==> src/sv/priority_ready_queue_assert.svh <==
// assertion macros used by the priority ready queue back end
`ifndef PRIORITY_READY_QUEUE_ASSERT_SVH
`define PRIORITY_READY_QUEUE_ASSERT_SVH
`ifndef SYNTHESIS
// plain invariant, checked at every rising clock edge out of reset
`define PRQ_CHK(lbl, expr) \
    lbl: assert property (@(posedge clk) disable iff (!rst_n) (expr)) \
        else $error("prq invariant violated");
// same-cycle implication
`define PRQ_IMP(lbl, ante, cons) \
    lbl: assert property (@(posedge clk) disable iff (!rst_n) (ante) |-> (cons)) \
        else $error("prq implication violated");
// next-cycle implication
`define PRQ_NXT(lbl, ante, cons) \
    lbl: assert property (@(posedge clk) disable iff (!rst_n) (ante) |=> (cons)) \
        else $error("prq sequence violated");
`else
`define PRQ_CHK(lbl, expr)
`define PRQ_IMP(lbl, ante, cons)
`define PRQ_NXT(lbl, ante, cons)
`endif
`endif

==> src/sv/prq_pkg.sv <==
// shared types and codes of the priority ready queue
package prq_pkg;

    // request modes as they arrive on the input channel
    localparam logic [1:0] MODE_INSERT    = 2'd0;
    localparam logic [1:0] MODE_POP_FIRST = 2'd1;
    localparam logic [1:0] MODE_POP_HIGH  = 2'd2;

    // internal operation codes after classification
    typedef logic [1:0] op_t;
    localparam op_t OP_INSERT    = 2'd0;
    localparam op_t OP_POP_FIRST = 2'd1;
    localparam op_t OP_POP_HIGH  = 2'd2;
    localparam op_t OP_NOP       = 2'd3;

    // result status codes
    typedef logic [1:0] status_t;
    localparam status_t ST_OK    = 2'd0;
    localparam status_t ST_FULL  = 2'd1;
    localparam status_t ST_EMPTY = 2'd2;

    // depth of the command queue between front and back, power of two
    localparam int CMD_FIFO_DEPTH = 2;

    // control part of a queued command
    typedef struct packed {
        logic valid;
        op_t  op;
    } cmd_ctl_t;

endpackage

==> src/sv/prq_req_if.sv <==
// input request channel of the priority ready queue
interface prq_req_if #(
    parameter int ID_BITS   = 16,
    parameter int PRIO_BITS = 8
);
    logic                 valid;
    logic                 ready;
    logic [1:0]           mode;
    logic [ID_BITS-1:0]   proc_id;
    logic [PRIO_BITS-1:0] prio;

    modport source (output valid, mode, proc_id, prio, input ready);
    modport sink   (input valid, mode, proc_id, prio, output ready);
endinterface

==> src/sv/prq_rsp_if.sv <==
// result channel of the priority ready queue
interface prq_rsp_if #(
    parameter int ID_BITS   = 16,
    parameter int PRIO_BITS = 8
);
    logic                 valid;
    logic                 ready;
    logic                 got_entry;
    logic [ID_BITS-1:0]   out_id;
    logic [PRIO_BITS-1:0] out_prio;
    logic                 now_empty;
    logic [1:0]           status;

    modport source (output valid, got_entry, out_id, out_prio, now_empty, status,
                    input ready);
    modport sink   (input valid, got_entry, out_id, out_prio, now_empty, status,
                    output ready);
endinterface

==> src/sv/prq_front.sv <==
// front end: accepts requests, classifies the mode and queues commands
module prq_front #(
    parameter int ID_BITS   = 16,
    parameter int PRIO_BITS = 8
) (
    input  logic                  clk,
    input  logic                  rst_n,
    prq_req_if.sink               req,
    output prq_pkg::cmd_ctl_t     cmd,
    output logic [ID_BITS-1:0]    cmd_id,
    output logic [PRIO_BITS-1:0]  cmd_prio,
    input  logic                  cmd_pop
);

    localparam int FIFO_D  = prq_pkg::CMD_FIFO_DEPTH;
    localparam int FIFO_AW = $clog2(FIFO_D);
    localparam int FCW     = FIFO_AW + 1;

    logic [FIFO_AW-1:0] wr_ptr_reg, wr_ptr_next;
    logic [FIFO_AW-1:0] rd_ptr_reg, rd_ptr_next;
    logic [FCW-1:0]     cnt_reg, cnt_next;

    prq_pkg::op_t         op_q   [FIFO_D];
    logic [ID_BITS-1:0]   id_q   [FIFO_D];
    logic [PRIO_BITS-1:0] prio_q [FIFO_D];

    logic         push;
    prq_pkg::op_t op_class;

    assign req.ready = (cnt_reg != FCW'(FIFO_D));
    assign push      = req.valid && req.ready;

    // mode decode, unused mode value becomes a no-op
    always_comb
    begin
        unique case (req.mode)
            prq_pkg::MODE_INSERT:    op_class = prq_pkg::OP_INSERT;
            prq_pkg::MODE_POP_FIRST: op_class = prq_pkg::OP_POP_FIRST;
            prq_pkg::MODE_POP_HIGH:  op_class = prq_pkg::OP_POP_HIGH;
            default:                 op_class = prq_pkg::OP_NOP;
        endcase
    end

    always_comb
    begin
        wr_ptr_next = push ? wr_ptr_reg + FIFO_AW'(1) : wr_ptr_reg;
        rd_ptr_next = cmd_pop ? rd_ptr_reg + FIFO_AW'(1) : rd_ptr_reg;
        cnt_next    = cnt_reg;
        if (push && !cmd_pop)
        begin
            cnt_next = cnt_reg + FCW'(1);
        end
        else if (!push && cmd_pop)
        begin
            cnt_next = cnt_reg - FCW'(1);
        end
    end

    always_ff @(posedge clk or negedge rst_n)
    begin
        if (!rst_n)
        begin
            wr_ptr_reg <= '0;
            rd_ptr_reg <= '0;
            cnt_reg    <= '0;
        end
        else
        begin
            wr_ptr_reg <= wr_ptr_next;
            rd_ptr_reg <= rd_ptr_next;
            cnt_reg    <= cnt_next;
        end
    end

    always_ff @(posedge clk)
    begin
        if (push)
        begin
            op_q[wr_ptr_reg]   <= op_class;
            id_q[wr_ptr_reg]   <= req.proc_id;
            prio_q[wr_ptr_reg] <= req.prio;
        end
    end

    assign cmd.valid = (cnt_reg != '0);
    assign cmd.op    = op_q[rd_ptr_reg];
    assign cmd_id    = id_q[rd_ptr_reg];
    assign cmd_prio  = prio_q[rd_ptr_reg];

endmodule

==> src/sv/prq_back.sv <==
// back end: entry store, priority scan, gap-closing shift and result register
`include "priority_ready_queue_assert.svh"

module prq_back #(
    parameter int QUEUE_DEPTH = 16,
    parameter int ID_BITS     = 16,
    parameter int PRIO_BITS   = 8
) (
    input  logic                  clk,
    input  logic                  rst_n,
    input  prq_pkg::cmd_ctl_t     cmd,
    input  logic [ID_BITS-1:0]    cmd_id,
    input  logic [PRIO_BITS-1:0]  cmd_prio,
    output logic                  cmd_pop,
    prq_rsp_if.source             rsp
);

    localparam int AW = (QUEUE_DEPTH > 1) ? $clog2(QUEUE_DEPTH) : 1;
    localparam int CW = $clog2(QUEUE_DEPTH + 1);
    localparam int EW = ID_BITS + PRIO_BITS;

    localparam logic [1:0] S_IDLE  = 2'd0;
    localparam logic [1:0] S_SCAN  = 2'd1;
    localparam logic [1:0] S_SHIFT = 2'd2;

    logic [1:0]           state_reg, state_next;
    logic [CW-1:0]        cnt_reg, cnt_next;
    logic [CW-1:0]        idx_reg, idx_next;
    logic [CW-1:0]        lim_reg, lim_next;
    logic                 pend_reg, pend_next;
    logic [CW-1:0]        pend_idx_reg, pend_idx_next;
    logic [AW-1:0]        best_idx_reg, best_idx_next;
    logic [ID_BITS-1:0]   best_id_reg, best_id_next;
    logic [PRIO_BITS-1:0] best_prio_reg, best_prio_next;

    logic                 out_valid_reg, out_valid_next;
    logic                 out_got_reg;
    logic [ID_BITS-1:0]   out_id_reg;
    logic [PRIO_BITS-1:0] out_prio_reg;
    logic                 out_empty_reg;
    prq_pkg::status_t     out_status_reg;

    logic [EW-1:0]        mem [QUEUE_DEPTH];
    logic [EW-1:0]        rd_data_reg;
    logic                 mem_we;
    logic [AW-1:0]        mem_wa;
    logic [EW-1:0]        mem_wd;
    logic [AW-1:0]        mem_ra;

    logic [ID_BITS-1:0]   rd_id;
    logic [PRIO_BITS-1:0] rd_prio;
    logic [CW-1:0]        wr_slot;
    logic                 out_free;
    logic                 shift_done;

    logic                 load;
    logic                 ld_got;
    logic [ID_BITS-1:0]   ld_id;
    logic [PRIO_BITS-1:0] ld_prio;
    logic                 ld_empty;
    prq_pkg::status_t     ld_status;

    assign rd_id      = rd_data_reg[EW-1:PRIO_BITS];
    assign rd_prio    = rd_data_reg[PRIO_BITS-1:0];
    assign wr_slot    = pend_idx_reg - CW'(1);
    assign out_free   = !out_valid_reg || rsp.ready;
    assign shift_done = (state_reg == S_SHIFT) && !pend_reg && !(idx_reg < cnt_reg);

    always_comb
    begin
        state_next     = state_reg;
        cnt_next       = cnt_reg;
        idx_next       = idx_reg;
        lim_next       = lim_reg;
        pend_next      = pend_reg;
        pend_idx_next  = pend_idx_reg;
        best_idx_next  = best_idx_reg;
        best_id_next   = best_id_reg;
        best_prio_next = best_prio_reg;
        cmd_pop        = 1'b0;
        mem_we         = 1'b0;
        mem_wa         = cnt_reg[AW-1:0];
        mem_wd         = {cmd_id, cmd_prio};
        mem_ra         = idx_reg[AW-1:0];
        load           = 1'b0;
        ld_got         = 1'b0;
        ld_id          = '0;
        ld_prio        = '0;
        ld_empty       = (cnt_reg == '0);
        ld_status      = prq_pkg::ST_OK;

        unique case (state_reg)
            S_IDLE:
            begin
                if (cmd.valid && out_free)
                begin
                    cmd_pop = 1'b1;
                    unique case (cmd.op) inside
                        prq_pkg::OP_INSERT:
                        begin
                            load = 1'b1;
                            if (cnt_reg == CW'(QUEUE_DEPTH))
                            begin
                                ld_status = prq_pkg::ST_FULL;
                            end
                            else
                            begin
                                mem_we   = 1'b1;
                                cnt_next = cnt_reg + CW'(1);
                                ld_empty = 1'b0;
                            end
                        end
                        prq_pkg::OP_POP_FIRST, prq_pkg::OP_POP_HIGH:
                        begin
                            if (cnt_reg == '0)
                            begin
                                load      = 1'b1;
                                ld_status = prq_pkg::ST_EMPTY;
                            end
                            else
                            begin
                                // oldest-first is a scan over slot 0 only
                                idx_next   = '0;
                                lim_next   = (cmd.op == prq_pkg::OP_POP_HIGH) ?
                                             cnt_reg : CW'(1);
                                pend_next  = 1'b0;
                                state_next = S_SCAN;
                            end
                        end
                        default:
                        begin
                            load = 1'b1;
                        end
                    endcase
                end
            end
            S_SCAN:
            begin
                pend_next = 1'b0;
                if (idx_reg < lim_reg)
                begin
                    pend_next     = 1'b1;
                    pend_idx_next = idx_reg;
                    idx_next      = idx_reg + CW'(1);
                end
                if (pend_reg)
                begin
                    // strict compare keeps the earliest entry on a tie
                    if (pend_idx_reg == '0 || rd_prio > best_prio_reg)
                    begin
                        best_idx_next  = pend_idx_reg[AW-1:0];
                        best_id_next   = rd_id;
                        best_prio_next = rd_prio;
                    end
                    if (pend_idx_reg == lim_reg - CW'(1))
                    begin
                        idx_next   = CW'(best_idx_next) + CW'(1);
                        pend_next  = 1'b0;
                        state_next = S_SHIFT;
                    end
                end
            end
            S_SHIFT:
            begin
                pend_next = 1'b0;
                if (idx_reg < cnt_reg)
                begin
                    pend_next     = 1'b1;
                    pend_idx_next = idx_reg;
                    idx_next      = idx_reg + CW'(1);
                end
                if (pend_reg)
                begin
                    mem_we = 1'b1;
                    mem_wa = wr_slot[AW-1:0];
                    mem_wd = rd_data_reg;
                end
                if (shift_done)
                begin
                    cnt_next   = cnt_reg - CW'(1);
                    load       = 1'b1;
                    ld_got     = 1'b1;
                    ld_id      = best_id_reg;
                    ld_prio    = best_prio_reg;
                    ld_empty   = (cnt_reg == CW'(1));
                    state_next = S_IDLE;
                end
            end
            default:
            begin
                state_next = S_IDLE;
            end
        endcase
    end

    always_comb
    begin
        out_valid_next = out_valid_reg && !rsp.ready;
        if (load)
        begin
            out_valid_next = 1'b1;
        end
    end

    always_ff @(posedge clk or negedge rst_n)
    begin
        if (!rst_n)
        begin
            state_reg     <= S_IDLE;
            cnt_reg       <= '0;
            idx_reg       <= '0;
            lim_reg       <= '0;
            pend_reg      <= 1'b0;
            pend_idx_reg  <= '0;
            out_valid_reg <= 1'b0;
        end
        else
        begin
            state_reg     <= state_next;
            cnt_reg       <= cnt_next;
            idx_reg       <= idx_next;
            lim_reg       <= lim_next;
            pend_reg      <= pend_next;
            pend_idx_reg  <= pend_idx_next;
            out_valid_reg <= out_valid_next;
        end
    end

    always_ff @(posedge clk)
    begin
        best_idx_reg  <= best_idx_next;
        best_id_reg   <= best_id_next;
        best_prio_reg <= best_prio_next;
        if (load)
        begin
            out_got_reg    <= ld_got;
            out_id_reg     <= ld_id;
            out_prio_reg   <= ld_prio;
            out_empty_reg  <= ld_empty;
            out_status_reg <= ld_status;
        end
    end

    // entry store: one write port, one registered read port
    always_ff @(posedge clk)
    begin
        if (mem_we)
        begin
            mem[mem_wa] <= mem_wd;
        end
        rd_data_reg <= mem[mem_ra];
    end

    assign rsp.valid     = out_valid_reg;
    assign rsp.got_entry = out_got_reg;
    assign rsp.out_id    = out_id_reg;
    assign rsp.out_prio  = out_prio_reg;
    assign rsp.now_empty = out_empty_reg;
    assign rsp.status    = out_status_reg;

    `PRQ_CHK(a_cnt_bound, cnt_reg <= CW'(QUEUE_DEPTH))
    `PRQ_IMP(a_busy_no_result, state_reg != S_IDLE, !out_valid_reg)
    `PRQ_IMP(a_pop_only_idle, cmd_pop, state_reg == S_IDLE && cmd.valid)
    `PRQ_IMP(a_best_in_range, state_reg == S_SHIFT, CW'(best_idx_reg) < cnt_reg)
    `PRQ_NXT(a_take_decrements, shift_done, cnt_reg == $past(cnt_reg) - CW'(1))

endmodule

==> src/sv/priority_ready_queue.sv <==
// top level of the priority ready queue
//
//  channel | dir | handshake     | payload
//  --------+-----+---------------+------------------------------------------
//  req     | in  | valid / ready | mode, proc_id, prio
//  rsp     | out | valid / ready | got_entry, out_id, out_prio, now_empty,
//          |     |               | status
//
// insert, no-op and pops of an empty queue load their result straight from the idle state
// pops of a non-empty queue scan, then shift, paced by the single read port of the entry store:
// pop-first scans slot 0 only, pop-highest scans every entry, and the shift moves one slot a cycle
// a two-deep command queue lets the front take requests while the back is busy
// the back end returns to idle once a result is loaded, but takes a new command only when the result register is free
// reset clears the fill count, the sequencer state and the result valid flag, the entry store is not cleared
module priority_ready_queue #(
    parameter int QUEUE_DEPTH = 16,
    parameter int ID_BITS     = 16,
    parameter int PRIO_BITS   = 8
) (
    input  logic      clk,
    input  logic      rst_n,
    prq_req_if.sink   req,
    prq_rsp_if.source rsp
);

    // command handoff between front and back
    prq_pkg::cmd_ctl_t    cmd;
    logic [ID_BITS-1:0]   cmd_id;
    logic [PRIO_BITS-1:0] cmd_prio;
    logic                 cmd_pop;

    // front: request intake, mode decode, command queue
    prq_front #(
        .ID_BITS   (ID_BITS),
        .PRIO_BITS (PRIO_BITS)
    ) u_front (
        .clk      (clk),
        .rst_n    (rst_n),
        .req      (req),
        .cmd      (cmd),
        .cmd_id   (cmd_id),
        .cmd_prio (cmd_prio),
        .cmd_pop  (cmd_pop)
    );

    // back: entry store, priority scan, shift and result register
    prq_back #(
        .QUEUE_DEPTH (QUEUE_DEPTH),
        .ID_BITS     (ID_BITS),
        .PRIO_BITS   (PRIO_BITS)
    ) u_back (
        .clk      (clk),
        .rst_n    (rst_n),
        .cmd      (cmd),
        .cmd_id   (cmd_id),
        .cmd_prio (cmd_prio),
        .cmd_pop  (cmd_pop),
        .rsp      (rsp)
    );

endmodule
==> src/flat_wrapper.sv <==
// flat-port wrapper written by rule: the top's interface ports become plain ports
module priority_ready_queue_flat 
#(
    parameter int QUEUE_DEPTH = 16,
    parameter int ID_BITS     = 16,
    parameter int PRIO_BITS   = 8
)
  (clk, rst_n, req_valid, req_mode, req_proc_id, req_prio, req_ready, rsp_valid, rsp_got_entry, rsp_out_id, rsp_out_prio, rsp_now_empty, rsp_status, rsp_ready);
  prq_req_if #(.ID_BITS(ID_BITS), .PRIO_BITS(PRIO_BITS)) req_i ();
  prq_rsp_if #(.ID_BITS(ID_BITS), .PRIO_BITS(PRIO_BITS)) rsp_i ();
  input  logic clk;
  input  logic rst_n;
  input wire logic [$bits(req_i.valid)-1:0] req_valid;
  input wire logic [$bits(req_i.mode)-1:0] req_mode;
  input wire logic [$bits(req_i.proc_id)-1:0] req_proc_id;
  input wire logic [$bits(req_i.prio)-1:0] req_prio;
  output wire logic [$bits(req_i.ready)-1:0] req_ready;
  output wire logic [$bits(rsp_i.valid)-1:0] rsp_valid;
  output wire logic [$bits(rsp_i.got_entry)-1:0] rsp_got_entry;
  output wire logic [$bits(rsp_i.out_id)-1:0] rsp_out_id;
  output wire logic [$bits(rsp_i.out_prio)-1:0] rsp_out_prio;
  output wire logic [$bits(rsp_i.now_empty)-1:0] rsp_now_empty;
  output wire logic [$bits(rsp_i.status)-1:0] rsp_status;
  input wire logic [$bits(rsp_i.ready)-1:0] rsp_ready;
  assign req_i.valid = req_valid;
  assign req_i.mode = req_mode;
  assign req_i.proc_id = req_proc_id;
  assign req_i.prio = req_prio;
  assign req_ready = req_i.ready;
  assign rsp_valid = rsp_i.valid;
  assign rsp_got_entry = rsp_i.got_entry;
  assign rsp_out_id = rsp_i.out_id;
  assign rsp_out_prio = rsp_i.out_prio;
  assign rsp_now_empty = rsp_i.now_empty;
  assign rsp_status = rsp_i.status;
  assign rsp_i.ready = rsp_ready;
  priority_ready_queue #(.QUEUE_DEPTH(QUEUE_DEPTH), .ID_BITS(ID_BITS), .PRIO_BITS(PRIO_BITS)) u_core (.clk(clk), .rst_n(rst_n), .req(req_i), .rsp(rsp_i));
endmodule
==> config.mk <==
export PLATFORM = sky130hd
export DESIGN_NAME = priority_ready_queue_flat
export DESIGN_NICKNAME = d
export VERILOG_FILES = /design/src/sv/prq_pkg.sv /design/src/sv/prq_req_if.sv /design/src/sv/prq_rsp_if.sv /design/src/sv/prq_front.sv /design/src/sv/prq_back.sv /design/src/sv/priority_ready_queue.sv /design/src/flat_wrapper.sv
export VERILOG_INCLUDE_DIRS = /design/src /design/src/sv
export SDC_FILE = /design/constraint.sdc
export NUM_CORES = 1
export LEC_CHECK = 0
export BUFFER_PORTS_ARGS = -buffer_cell sky130_fd_sc_hd__buf_2
export CORE_MARGIN = 8
export CORE_UTILIZATION = 60
export CTS_CLUSTER_SIZE = 16
export DETAILED_ROUTE_END_ITERATION = 12
export PLACE_DENSITY_LB_ADDON = 0.05
export RECOVER_POWER = 50
export REMOVE_ABC_BUFFERS = 1
export SYNTH_ARGS = -nofsm -noshare
export SYNTH_HDL_FRONTEND = slang
export SYNTH_SLANG_ARGS = --single-unit
==> constraint.sdc <==
create_clock -name clk -period 4.38 [get_ports clk]
set_input_delay 0.219 -clock clk [delete_from_list [all_inputs] [get_ports clk]]
set_output_delay 0.219 -clock clk [all_outputs]
set_load 0.02 [all_outputs]
==> reports/qor.csv, run 1 <==
metric,value,unit
floorplan.initialDensity,0.605,
syn_avg_cell_area,19.2,sq um
vias,10700,
die_area,0.0420,sq mm
grt_max_degree,103,
rsz0062_at_grt,false,
final.period_utilization,0.825,
largest_register_ffs,384,
grt-ovfl-total,0,
synth_area_leaders,"edfxtp_1 69%, mux4_2 13%, dfrtp_1 3.3%, dfxtp_1 2.2%, ha_1 1.9%",
max-cap-violations,4,
die_x,205,um
status,"finished, violations left",
htree_num_levels,2,
io_pins,60,
worstHoldPathType,input port to register,
syn_inst,1115,
grt.total_usage,0.221,
cts_buffers,53,
synth.top_cell.area_share,0.690,
fin_setup_tns,0,ns
holdWs,0.0699,ns
min_period,3.61,ns
grt_pass1_vias,10900,
synth_area,0.0214,sq mm
port_buffers,59,
worst_pin_slew,2.30,ns
wl_per_cell,25.8,um
die_h,205,um
dp_hpwl,25.4,mm
violations,"max-capacitance violations, max-slew violations",
insertion_delay,0.59,ns
synthArstFlopShare,0.0515,
cp-start-kind,register,
core-area,0.0354,sq mm
finalMaxSlewViolations,145,
cp_data_arrival_time,3.89,ns
dr.first_iter.drc_count,793,
cts_tree,built,
dp_cells,1617,
post_cts_buffers,0,
antenna_found_initial,0,
fin_skew,0.0163,ns
synth_edf_count,492,
synth_commonest_cells,"492 x edfxtp_1, 120 x mux4_2, 64 x nor2_1, 37 x a21oi_1, 35 x inv_1",
nets,1301,
synth_top_cell_by_area,edfxtp_1,
synth_ff_type,edfxtp_1,
rows,69,
via_per_inst,6.13,
diodes,0,
ant_nets,0,
yosysMostFrequentCell,edfxtp_1,
fin_ws,0.768,ns
gp_congestion,0.835,
drtPass1Iterations,5,
hold_viol,0,
ys_warn_count,0,
relSlewSlack,-0.536,
drcViolationCount,0,
cts-root-buf,clkbuf_16,
crit_path_end_kind,register,
clock-sinks,544,
detailedPlace.worstSlack,1.26,ns
setup_viol,0,
layout.cells.non_filler,1745,
ys_types,59,
path_clk_slew,0.06,ns
crit_type,register to register,
p_leak,8.12,nW
drive_gt1_frac,0.213,
power,14.8,mW
required,4.66,ns
peakVddDrop,0.590,mV
ys_ff_latch,544,
drt-total-wl,45.1,mm
powerDensity,605,mW/mm^2
grt_pass1_wl,68.6,mm
clock_path_buffers,3,
max_freq,277,MHz
cp_max_fo,33,
area_growth,14.4,%
yosysSeqAreaShare,0.745,
-- worst max-delay path, stage by stage (launching register included) --
cell and delay, ns:
dfrtp_1 0.39, inv_1 0.08, ha_1 0.22, nand2_1 0.89
a41oi_1 0.56, nor2_1 0.87, buf_12 0.28
-- cell families (layout without fill, tap and decap cells) --
group	Yosys count	count (layout)	share of synthesized area
AOI/OAI and AO/OA	102	102	0.0294
xor gates and xnor gates	23	23	0.00940
adders and majority gates	32	32	0.0187
buffers and inverters	88	257	0.0164
DFF	544	544	0.745
muxes	153	153	0.142
and+or+nand+nor	173	173	0.0395
-- area by class of cell --
class	count	area [sq um]
inverters	35	131
multi-input cells	483	5190
flip-flops and latches	544	16000
fillers	2281	10900
repair buffers	122	836
clock buffers	76	1500
clock inverters	24	297
well taps	461	577
-- cells in the final DEF (no fill, tap or decap), types with 6 or more instances in the layout --
master           n
nand3_1         11
xnor2_1         17
nor2_2           6
clkbuf_2         6
clkbuf_1        65
clkinv_1         7
o21ai_0         26
dfrtp_1         24
dlygate4sd3_1   28
nor3_1           6
ha_1            32
xor2_1           6
buf_2           14
nor2_1          50
and3_1          22
bufinv_16        6
clkbuf_16       54
buf_4           17
buf_12           7
a21oi_1         37
nor2_4           8
inv_1           35
clkbuf_8         7
mux2i_1         28
edfxtp_1       492
nand2_1         34
clkinv_2         7
nor2b_1          7
dfxtp_1         24
mux4_2         120
-- power breakdown --
group | internal (mW) | switching (mW)
registers | 6.83 | 0.278
logic | 0.945 | 2.15
clock network | 2.75 | 1.87
-- through the flow --
stage,util,area [sq um]
4_1_cts,0.696,24600
3_5_place_dp,0.637,22500
3_3_place_gp,0.637,22500
5_1_grt,0.692,24500
2_1_floorplan,-,21200
6_report,0.692,24500
-- repair_timing --
action / CTS / global route
hold endpoints to repair: 81 / 0
hold buffers: 28 / 0
gates resized for setup: 0 / 0
-- worst paths after layout --
kind	start	to	slack, ns	depth (start not counted)
max in group asynchronous	rst_n	u_core.u_back.idx_reg[1]$_DFFE_PN0P_	2.50	2
setup reg to reg	u_core.u_back.state_reg[0]$_DFFE_PN0P_	u_core.u_back.mem[1][10]$_DFFE_PP_	0.77	6
setup / recovery	u_core.u_back.state_reg[0]$_DFFE_PN0P_	u_core.u_back.mem[1][10]$_DFFE_PP_	0.77	6
min in group asynchronous	rst_n	u_core.u_back.state_reg[0]$_DFFE_PN0P_	0.63	2
hold reg to reg	u_core.u_back.rd_data_reg[21]$_DFF_P_	u_core.u_back.best_id_reg[13]$_DFFE_PP_	0.43	0
hold / removal	rsp_ready	u_core.u_back.rsp.valid$_DFF_PN0_	0.07	3
-- metal layers --
layer	share of wire	global-route usage	up-vias
met4	0.021	0.0587	0
met1	0.44	0.320	5592
met2	0.47	0.348	344
met3	0.061	0.0403	57
li1	-	-	4709
met5	0	0	-
Power figures use the tool's default switching activity.
==> run 2, diff against run 1 <==
- clock period: 4.38 -> 3.49 ns (I/O delays scaled with it)
==> reports/qor.csv, run 2 (synthesis results as in run 1) <==
metric,value,unit
status,"finished, violations left",
violations,"max-capacitance violations, max-slew violations",
clock_path_buffers,3,
dp_hpwl,27.5,mm
drcViolationCount,0,
fillCellCount,2324,
core-area,0.0354,sq mm
ant_nets,0,
path_cells,clkbuf_2 -> mux4_2 -> mux4_2,
min_period,3.19,ns
switching_share,0.294,
cts-root-buf,clkbuf_16,
hold_buffers,28,
die_area,0.0420,sq mm
p_leak,8.11,nW
p_comb_frac,0.213,
p_seq_frac,0.483,
drtPass1Iterations,5,
cp_slowest_cell,clkbuf_2,
via_per_inst,6.15,
antenna_found_initial,1,
clock-sinks,544,
worst_pin_slew,1.96,ns
cts_resized,0,
grt.total_usage,0.228,
dpl_cell_area,0.0227,sq mm
final.period_utilization,0.915,
path_clk_slew,0.06,ns
max-cap-violations,5,
wl_per_cell,26.6,um
area_growth,14.4,%
fin_skew,0.0104,ns
dr.first_iter.drc_count,999,
crit_type,register to register,
powerDensity,754,mW/mm^2
cts_tree,built,
grt_pass1_vias,11300,
layout_common_cells,"492 x edfxtp_1, 120 x mux4_2, 81 x clkbuf_1",
hold_viol,0,
grt-ovfl-total,0,
cpMostUsedCell,mux4_2,
largest_register_ffs,384,
p_int,13.1,mW
fin_util,0.692,
insertion_delay,0.59,ns
layout.area.seq,0.0160,sq mm
htree_num_levels,2,
grt_pass1_wl,70.5,mm
worstHoldPathType,input port to register,
gp_congestion,0.833,
post_cts_buffers,0,
nets,1312,
max_freq,313,MHz
design_area,0.0245,sq mm
holdWs,0.0589,ns
cp-start-kind,register,
vias,10800,
drive_gt1_frac,0.205,
clockPowerShare,0.304,
die_x,205,um
grt_max_degree,62,
max_stage_delay,1.39,ns
p_switching,5.43,mW
cp_max_fo,61,
finalMaxSlewViolations,159,
crit_path_end_kind,register,
relSlewSlack,-0.306,
fin_setup_tns,0,ns
diodes,0,
required,3.95,ns
multiInputGateArea,0.00519,sq mm
cts_buffers,54,
rows,69,
floorplan.initialDensity,0.605,
io_pins,60,
cp_data_arrival_time,3.65,ns
peakVddDrop,0.610,mV
final_common_cell,edfxtp_1,
die_h,205,um
rsz0062_at_grt,false,
setup_viol,0,
drt-total-wl,46.6,mm
port_buffers,59,
-- run 2: cell types whose count changed in the layout (fill, tap and decap cells not counted), sizes merged --
cell / before / now
clkbuf: 132 / 145
clkinv: 16 / 10
buf: 38 / 42
bufinv: 6 / 3
inv: 36 / 37
-- run 2: through the flow --
stage	power (mW)	instances	setup WS, ns
3_3_place_gp	13.0	1626	0.546
5_1_grt	19.2	1754	0.126
4_1_cts	18.7	1753	0.486
2_1_floorplan	11.5	1062	-2.87
6_report	18.5	1754	0.298
3_5_place_dp	13.1	1626	0.501
-- run 2: final cells by class --
type                       count  area share
tap                          461      0.0235
sequential                   544       0.651
inverter                      35     0.00536
clock buffer                  83      0.0633
multi-input combinational    483       0.212
timing repair buffer         132      0.0378
clock inverter                16     0.00689
-- run 2: path summary, 6_finish.rpt --
path,startpoint,slack (ns),cells past startpoint,endpoint
worst max-delay path,u_core.u_back.idx_reg[1]$_DFFE_PN0P_,0.30,3,u_core.u_back.rd_data_reg[18]$_DFF_P_
worst min-delay path,rsp_ready,0.06,3,u_core.u_back.rsp.valid$_DFF_PN0_
worst max register to register,u_core.u_back.idx_reg[1]$_DFFE_PN0P_,0.30,3,u_core.u_back.rd_data_reg[18]$_DFF_P_
worst min register to register,u_core.u_back.rd_data_reg[18]$_DFF_P_,0.43,0,u_core.u_back.best_id_reg[10]$_DFFE_PP_
max in group asynchronous,rst_n,1.75,2,u_core.u_back.idx_reg[0]$_DFFE_PN0P_
min in group asynchronous,rst_n,0.56,2,u_core.u_back.idx_reg[1]$_DFFE_PN0P_
-- run 2: power by group through the flow --
| stage | Clock (mW) | Sequential [mW] | Combinational (mW) |
|---|---|---|---|
| after floorplan | 0 | 9.31 | 2.20 |
| after global placement | 0 | 9.02 | 3.98 |
| after detailed placement | 0 | 9.05 | 4.03 |
| after CTS | 5.70 | 8.92 | 4.07 |
| after global routing | 5.94 | 9.00 | 4.30 |
| final | 5.62 | 8.93 | 3.94 |
-- run 2: layer usage --
metal,up-vias,wire [um],global-route usage
li1,4719,-,-
met1,5642,19700,0.317
met2,352,23300,0.376
met3,79,2460,0.0310
met4,0,1150,0.0712
met5,-,0,0
-- run 2: worst max-delay path: cells and delay by family, from the launching register on --
family	cells	cell delay [ns]
flops	1	0.62
buf+inv	1	1.39
mux	2	0.96
